--- config.mk ---
export PLATFORM = sky130hd
export DESIGN_NAME = jpeg_frame_size_scanner_unit
export DESIGN_NICKNAME = d
export VERILOG_FILES = /design/src/rtl/core/jfss_pkg.sv /design/src/rtl/core/jfss_parser.sv /design/src/rtl/core/jpeg_frame_size_scanner_unit.sv
export SDC_FILE = /design/constraint.sdc
export NUM_CORES = 1
export LEC_CHECK = 0
export ABC_AREA = 1
export BUFFER_PORTS_ARGS = -buffer_cell sky130_fd_sc_hd__buf_2
export CAP_MARGIN = 20
export CORE_MARGIN = 2
export CORE_UTILIZATION = 55
export CTS_CLUSTER_SIZE = 30
export DETAILED_ROUTE_END_ITERATION = 8
export HOLD_SLACK_MARGIN = 0.03
export PLACE_DENSITY = 0.84
export SLEW_MARGIN = 20
export SYNTH_ARGS = -nofsm -noshare
export SYNTH_HDL_FRONTEND = slang
export SYNTH_HIERARCHICAL = 1
export SYNTH_SLANG_ARGS = --single-unit
--- constraint.sdc ---
create_clock -name i_clk -period 4.7 [get_ports i_clk]
set_input_delay 0.94 -clock i_clk [delete_from_list [all_inputs] [get_ports i_clk]]
set_output_delay 0.94 -clock i_clk [all_outputs]
set_load 0.1 [all_outputs]
--- src/rtl/core/jfss_pkg.sv ---
`timescale 1ns / 1ps
package jfss_pkg;

    // Parser phase codes
    localparam int PHASE_W = 3;
    localparam logic [PHASE_W-1:0] PH_SOI_FIRST  = 3'd0;
    localparam logic [PHASE_W-1:0] PH_SOI_SECOND = 3'd1;
    localparam logic [PHASE_W-1:0] PH_SCAN       = 3'd2;
    localparam logic [PHASE_W-1:0] PH_MARKER     = 3'd3;
    localparam logic [PHASE_W-1:0] PH_LEN_HIGH   = 3'd4;
    localparam logic [PHASE_W-1:0] PH_LEN_LOW    = 3'd5;
    localparam logic [PHASE_W-1:0] PH_BODY       = 3'd6;

    // Marker and byte values
    localparam logic [7:0] BYTE_PREFIX = 8'hff;
    localparam logic [7:0] MARK_SOI    = 8'hd8;
    localparam logic [7:0] MARK_EOI    = 8'hd9;
    localparam logic [7:0] MARK_SOS    = 8'hda;

    // Frame header: precision, height (2), width (2), then the rest
    localparam logic [2:0] FIELD_HEIGHT_HI = 3'd1;
    localparam logic [2:0] FIELD_HEIGHT_LO = 3'd2;
    localparam logic [2:0] FIELD_WIDTH_HI  = 3'd3;
    localparam logic [2:0] FIELD_WIDTH_LO  = 3'd4;
    localparam logic [2:0] FIELD_DONE      = 3'd5;

    localparam logic [15:0] MIN_SEG_LEN   = 16'd2;
    localparam logic [15:0] MIN_FRAME_LEN = 16'd7;

    // One result request
    typedef struct packed {
        logic        found;
        logic [15:0] image_width;
        logic [15:0] image_height;
    } t_result;

    // Start-of-frame markers C0-C3, C5-C7, C9-CB, CD-CF
    function automatic logic is_frame_marker(input logic [7:0] m);
        logic r;
        r = 1'b0;
        case (m) inside
            [8'hc0:8'hc3], [8'hc5:8'hc7], [8'hc9:8'hcb], [8'hcd:8'hcf]: r = 1'b1;
            default: r = 1'b0;
        endcase
        return r;
    endfunction

endpackage

--- src/rtl/core/jfss_parser.sv ---
`timescale 1ns / 1ps
module jfss_parser (
    input  logic             i_clk,
    input  logic             i_rst_n,
    input  logic             i_accept,
    input  logic [7:0]       i_byte,
    input  logic             i_last,
    output logic             o_res_valid,
    output jfss_pkg::t_result o_res
);
    import jfss_pkg::*;

    logic [PHASE_W-1:0] r_phase, n_phase;
    logic [15:0]        r_remaining, n_remaining;
    logic [7:0]         r_len_high, n_len_high;
    logic               r_in_frame, n_in_frame;
    logic [2:0]         r_field_idx, n_field_idx;
    logic [15:0]        r_width, n_width;
    logic [15:0]        r_height, n_height;
    logic               r_decided, n_decided;

    logic        fail;
    logic        success;
    logic [15:0] seg_len;
    logic [15:0] rem_dec;

    assign seg_len = {r_len_high, i_byte};
    assign rem_dec = r_remaining - 16'd1;

    // Next state for one accepted byte
    always_comb begin
        n_phase     = r_phase;
        n_remaining = r_remaining;
        n_len_high  = r_len_high;
        n_in_frame  = r_in_frame;
        n_field_idx = r_field_idx;
        n_width     = r_width;
        n_height    = r_height;
        n_decided   = r_decided;
        fail        = 1'b0;
        success     = 1'b0;

        if (!r_decided) begin
            case (r_phase)
                PH_SOI_FIRST: begin
                    if (i_byte != BYTE_PREFIX) fail = 1'b1;
                    else n_phase = PH_SOI_SECOND;
                end
                PH_SOI_SECOND: begin
                    if (i_byte != MARK_SOI) fail = 1'b1;
                    else n_phase = PH_SCAN;
                end
                PH_SCAN: begin
                    if (i_byte == BYTE_PREFIX) n_phase = PH_MARKER;
                end
                PH_MARKER: begin
                    // extra fill bytes stay here
                    if (i_byte == MARK_EOI || i_byte == MARK_SOS) begin
                        fail = 1'b1;
                    end else if (i_byte != BYTE_PREFIX) begin
                        n_in_frame  = is_frame_marker(i_byte);
                        n_field_idx = 3'd0;
                        n_phase     = PH_LEN_HIGH;
                    end
                end
                PH_LEN_HIGH: begin
                    n_len_high = i_byte;
                    n_phase    = PH_LEN_LOW;
                end
                PH_LEN_LOW: begin
                    if (seg_len < MIN_SEG_LEN) begin
                        fail = 1'b1;
                    end else if (r_in_frame && seg_len < MIN_FRAME_LEN) begin
                        fail = 1'b1;
                    end else begin
                        n_remaining = seg_len - MIN_SEG_LEN;
                        n_phase     = (seg_len == MIN_SEG_LEN) ? PH_SCAN : PH_BODY;
                    end
                end
                PH_BODY: begin
                    if (r_in_frame) begin
                        case (r_field_idx)
                            FIELD_HEIGHT_HI: n_height = {i_byte, r_height[7:0]};
                            FIELD_HEIGHT_LO: n_height = {r_height[15:8], i_byte};
                            FIELD_WIDTH_HI:  n_width  = {i_byte, r_width[7:0]};
                            FIELD_WIDTH_LO:  n_width  = {r_width[15:8], i_byte};
                            default: ;
                        endcase
                        if (r_field_idx < FIELD_DONE) n_field_idx = r_field_idx + 3'd1;
                    end
                    n_remaining = rem_dec;
                    if (rem_dec == 16'd0) begin
                        if (r_in_frame) begin
                            if (n_width != 16'd0 && n_height != 16'd0) success = 1'b1;
                            else fail = 1'b1;
                        end else begin
                            n_phase = PH_SCAN;
                        end
                    end
                end
                default: n_phase = PH_SCAN;
            endcase
            // buffer ended undecided
            if (!success && i_last) fail = 1'b1;
            if (fail || success) n_decided = 1'b1;
        end

        // final byte returns everything to reset values
        if (i_last) begin
            n_phase     = PH_SOI_FIRST;
            n_remaining = 16'd0;
            n_len_high  = 8'd0;
            n_in_frame  = 1'b0;
            n_field_idx = 3'd0;
            n_width     = 16'd0;
            n_height    = 16'd0;
            n_decided   = 1'b0;
        end
    end

    // Result request for this byte
    always_comb begin
        o_res_valid        = i_accept && (fail || success);
        o_res.found        = success;
        o_res.image_width  = success ? n_width  : 16'd0;
        o_res.image_height = success ? n_height : 16'd0;
        if (success) begin
            o_res.image_width  = (r_field_idx == FIELD_WIDTH_LO) ? {r_width[15:8], i_byte}
                                                                  : r_width;
            o_res.image_height = r_height;
        end
    end

    // State registers
    always_ff @(posedge i_clk) begin
        if (!i_rst_n) begin
            r_phase     <= PH_SOI_FIRST;
            r_remaining <= 16'd0;
            r_len_high  <= 8'd0;
            r_in_frame  <= 1'b0;
            r_field_idx <= 3'd0;
            r_width     <= 16'd0;
            r_height    <= 16'd0;
            r_decided   <= 1'b0;
        end else if (i_accept) begin
            r_phase     <= n_phase;
            r_remaining <= n_remaining;
            r_len_high  <= n_len_high;
            r_in_frame  <= n_in_frame;
            r_field_idx <= n_field_idx;
            r_width     <= n_width;
            r_height    <= n_height;
            r_decided   <= n_decided;
        end
    end

endmodule

--- src/rtl/core/jpeg_frame_size_scanner_unit.sv ---
`timescale 1ns / 1ps
// Result requests are registered: valid in the cycle after the deciding byte.
// One byte per cycle unless the output stalls; the parser updates once per byte.
// The output register holds one result; a new byte is taken while it is taken or empty.
// Reset (synchronous, active low) clears parser state and the output valid.
// Parser state also returns to its reset values after each final byte.
module jpeg_frame_size_scanner_unit (
    input  logic        i_clk,
    input  logic        i_rst_n,
    input  logic        i_s_axis_tvalid,
    output logic        o_s_axis_tready,
    input  logic [7:0]  i_s_axis_tdata,   // [7:0] data_byte
    input  logic        i_s_axis_tlast,   // last_byte
    output logic        o_m_axis_tvalid,
    input  logic        i_m_axis_tready,
    output logic [31:0] o_m_axis_tdata,   // [15:0] image_width, [31:16] image_height
    output logic        o_m_axis_tuser    // found
);
    import jfss_pkg::*;

    logic    accept;
    logic    res_valid;
    t_result res;
    logic    r_out_valid;
    t_result r_out;

    // Take a byte whenever the output slot is free or draining
    assign o_s_axis_tready = !r_out_valid || i_m_axis_tready;
    assign accept          = i_s_axis_tvalid && o_s_axis_tready;

    jfss_parser u_parser (
        .i_clk       (i_clk),
        .i_rst_n     (i_rst_n),
        .i_accept    (accept),
        .i_byte      (i_s_axis_tdata),
        .i_last      (i_s_axis_tlast),
        .o_res_valid (res_valid),
        .o_res       (res)
    );

    // Output register
    always_ff @(posedge i_clk) begin
        if (!i_rst_n) begin
            r_out_valid <= 1'b0;
        end else if (o_s_axis_tready) begin
            r_out_valid <= res_valid;
        end
    end

    always_ff @(posedge i_clk) begin
        if (res_valid && o_s_axis_tready) begin
            r_out <= res;
        end
    end

    assign o_m_axis_tvalid = r_out_valid;
    assign o_m_axis_tuser  = r_out.found;
    assign o_m_axis_tdata  = {r_out.image_height, r_out.image_width};

endmodule

==> flow_metrics.env <==
export IMPL_grt_util_all_layers_pct=25.0
export IMPL_groute_layer_met3_usage_pct=3.65
export IMPL_ctsHoldBuffers=0
export IMPL_drv_max_cap_violation_count=0
export IMPL_regToRegStartpoint="u_parser/r_field_idx[0]"
export IMPL_timing_reg2reg_setup_slack_ns=1.45
export IMPL_placementRows=37
export IMPL_final_min_period_over_clock_period_pct=69.1
export IMPL_post_synth_instance_area_mm2=0.00580
export IMPL_setup_slack_ns=1.45
export IMPL_global_route_usage_met1_pct=33.0
export IMPL_use_met2_pct=40.5
export IMPL_power_per_cell_area_mw_per_mm2=333
export IMPL_finish_net_count=911
export IMPL_dieWidth_um=107
export IMPL_crit_reg2reg_capture="o_m_axis_tdata[17]"
export IMPL_clock_tree_htree_level_count=3
export IMPL_tritoncts_num_sinks=98
export IMPL_final_fill_count=979
export IMPL_max_slew_worst_pin_slew_ns=0.988
export IMPL_setup_worst_path_class="reg2reg"
export IMPL_run_status="complete, no violations"
export IMPL_layout_drive_gt1_share_pct=13.6
export IMPL_cts_inserted_buffers=9
export IMPL_cp_data_required_time_ns=4.72
export IMPL_synthArstFlopShare_pct=0
export IMPL_die_area_mm2=0.0114
export IMPL_cp_common_cell="nand2_1"
export IMPL_fin_skew_ns=0.0148
export IMPL_maximum_frequency_from_static_timing_analysis_mhz=308
export IMPL_report_final_slew_viol_count=0
export IMPL_clkSlewWorstSetupHoldPaths_ns=0.09
export IMPL_max_slew_margin_rel_pct=34.1
export IMPL_grt_start_max_net_pins=56
export IMPL_maximum_ir_drop_on_the_vdd_rail_mv=0.206
export IMPL_ff2ff_path_depth=20
export IMPL_cpMaxStageDelayCell="buf_4"
export IMPL_root_buffer_selected_by_cts="clkbuf_8"
export IMPL_critical_path_top_delay_family="simple AND/OR/NAND/NOR gates"
export IMPL_setup_repair_after_global_routing_missed_its_margin="false"
export IMPL_finalHoldViolations=0
export IMPL_synth_top_flop_cell="dfxtp_1"
export IMPL_timing_critical_path_arrival_ns=3.27
export IMPL_cts_tree="built"
export IMPL_syn2layout_area_growth_pct=7.94
export IMPL_detailedRoute_firstIterationViolations=456
export IMPL_via_count=5474
export IMPL_drt_pass1_iterations=5
export IMPL_setup_tns_ns=0
export IMPL_critPathLaunchType="register"
export IMPL_synth_yosys_warnings=6
export IMPL_gpl_final_weighted_congestion=1.07
export IMPL_top_fanout_value_on_the_critical_path=33
export IMPL_final_setup_violations=0
export IMPL_netlist_cell_type_count=43
export IMPL_startpoint="u_parser/r_field_idx[0]"
export IMPL_synth_top_area_share_pct=22.4
export IMPL_holdPathEnd="u_parser/r_len_high[6]"
export IMPL_p_leak_nw=2.64
export IMPL_cts_repair_resizes=0
export IMPL_timing_hold_worst_path_depth=2
export IMPL_share_of_synthesized_area_occupied_by_flip_flops_and_latches_pct=39.5
export IMPL_mean_area_per_synthesized_cell_um2=6.76
export IMPL_worstSkewPairLatency_ns=0.37
export IMPL_synth_area_leaders="dfxtp_1, nand2_1, edfxtp_1, nor2_1, inv_1"
export IMPL_global_route_peak_usage_layer="met2"
export IMPL_route_detailed_drc=0
export IMPL_ios=48
export IMPL_cells_after_synthesis=858
export IMPL_antenna_violation_net_count_after_detailed_routing=0
export IMPL_detail_route_wl_per_cell_um=13.3
export IMPL_synth_seq_cells=98
export IMPL_design_core_area_mm2=0.0103
export IMPL_post_dp_hpwl_mm=9.87
export IMPL_synth_edf_count=33
export IMPL_min_delay_start="u_parser/r_len_high[6]"
export IMPL_die_y_um=107
export IMPL_wirelength_mm=13.7
export IMPL_num_antenna_cells=0
export IMPL_port_buffer_count=47
export IMPL_critical_path_buf_inv_count=3
export IMPL_multi_input_comb_area_mm2=0.00296
export IMPL_effective_utilization_at_floorplan_pct=56.5
export IMPL_place_worst_setup_slack_ns=1.34
export IMPL_grt_first_pass_wirelength_mm=22.7
export IMPL_cts_buffer_depth=2
export IMPL_worstPathCellList="inv_1 -> ha_1 -> nand2_2 -> nand2_2 -> nand2_4 -> nand2_1 -> nand2_1 -> nor2_1 -> nand2_1 -> nor2_1 -> nand2_1 -> nand3_2 -> nor2_4 -> nor2_1 -> nand2_1 -> nand2_1 -> nor2_1 -> inv_1 -> a21oi_4 -> buf_4"
export IMPL_vias_per_cell=5.31
export IMPL_grt_pass1_vias=4961
export IMPL_synth_top_cell_by_area="dfxtp_1"
export IMPL_setup_worst_path_end_class="register"
export IMPL_period_minus_slack_ns=3.25
export IMPL_syn_num_nets=880
export IMPL_antenna_found_initial=0
export IMPL_cts_repair_timing_setup_buffer_count=0
export IMPL_global_route_overflow_total=0
export IMPL_worst_path_largest_cell_delay_ns=0.40
export IMPL_hp_class="reg2reg"
export IMPL_sequential_cell_area_mm2=0.00229
## cells in the final DEF, fill, tap and decap left out, types with 3 or more instances in the layout
cell type	count
o211ai_1	4
dfxtp_1	65
ha_1	9
o22ai_1	3
inv_2	7
nor2_2	27
a211oi_1	3
xnor2_1	3
buf_4	4
a21oi_1	66
o21ai_0	26
nand4_1	6
edfxtp_1	33
a21oi_2	5
o2111ai_1	3
nand3_2	3
inv_1	93
xor2_1	5
nand2_2	6
nand3_1	34
nor2_1	98
nand2_1	295
nor3_1	8
clkbuf_8	9
nand3b_1	5
buf_2	47
## cell families after synthesis
kind of cell             after synthesis  synth area share, %
AO/OA/AOI/OAI                        120                 11.6
XOR/XNOR                               8                 1.21
adder cells (fa/ha/maj)                9                 1.94
buffers and inverters                132                 9.75
flip-flops                            98                 39.5
AND/OR/NAND/NOR                      491                 36.0
## worst reg2reg max path, cell delays in order (launching register included)
cell,delay [ns]
dfxtp_1,0.38
inv_1,0.10
ha_1,0.22
nand2_2,0.24
nand2_2,0.21
nand2_4,0.15
nand2_1,0.06
nand2_1,0.07
nor2_1,0.05
nand2_1,0.08
nor2_1,0.05
nand2_1,0.10
nand3_2,0.09
nor2_4,0.16
nor2_1,0.06
nand2_1,0.07
nand2_1,0.06
nor2_1,0.10
inv_1,0.09
a21oi_4,0.11
buf_4,0.40
## routing by layer
layer	routed length, µm	part of all wire (%)
met1	6000	44
met4	487	3.5
met5	0	0
met2	6220	45
met3	1020	7.5
## through the flow
step | cell area [µm²] | total power, W | instances | util [%] | hold WS [ns]
after detailed placement | 6070 | 0.00155 | 1014 | 59.0 | 0.469
final | 6260 | 0.00209 | 1030 | 60.9 | 0.485
after global placement | 6070 | 0.00155 | 1014 | 59.0 | 0.466
after global routing | 6260 | 0.00218 | 1030 | 60.9 | 0.505
after CTS | 6260 | 0.00209 | 1030 | 60.9 | 0.482
after floorplan | 5800 | 0.00145 | 858 | - | 0.445
## synth_stat cells (7+ instances only)
cell type	instances
inv_1	93
dfxtp_1	65
nand3_1	34
a21oi_1	67
nor2_2	27
ha_1	9
clkbuf_1	16
inv_2	7
nand2_1	295
nor2_1	98
edfxtp_1	33
nor3_1	8
o21ai_0	26
## layout make-up
class                      instances  share of cell area [%]
tap                              136                    2.72
sequential                        98                    36.6
inverter                         101                    6.13
timing repair buffer              51                    4.24
multi-input combinational        628                    47.2
clock buffer                      11                    2.10
clock inverter                     5                    1.02
## worst max-delay path by stage
stage / endpoint / slack, ns / cells after the start
floorplan: o_m_axis_tdata[0] / 0.41 / 17
global placement: o_m_axis_tdata[19] / 1.40 / 18
detailed placement: o_m_axis_tdata[19] / 1.34 / 18
CTS: o_m_axis_tdata[16] / 1.47 / 20
global route: o_m_axis_tdata[17] / 1.05 / 21
finish: o_m_axis_tdata[17] / 1.45 / 20
## state kept, by name (all words and copies together) (netlist names)
name                  flops
o_m_axis_tdata           32
u_parser/r_height        16
u_parser/r_remaining     16
u_parser/r_width         16
u_parser/r_len_high       8
u_parser/r_field_idx      3
u_parser/r_phase          3
o_m_axis_tuser            1
o_m_axis_tvalid           1
u_parser/r_decided        1
u_parser/r_in_frame       1
## power by group
| part | internal [W] | total [W] | switching [W] |
|---|---|---|---|
| Sequential | 0.000923 | 0.000952 | 0.0000292 |
| Combinational | 0.000117 | 0.000586 | 0.000469 |
| Clock | 0.000251 | 0.000546 | 0.000295 |
| Total | 0.00129 | 0.00209 | 0.000793 |
Note: power is estimated with default switching activity, not from simulation.
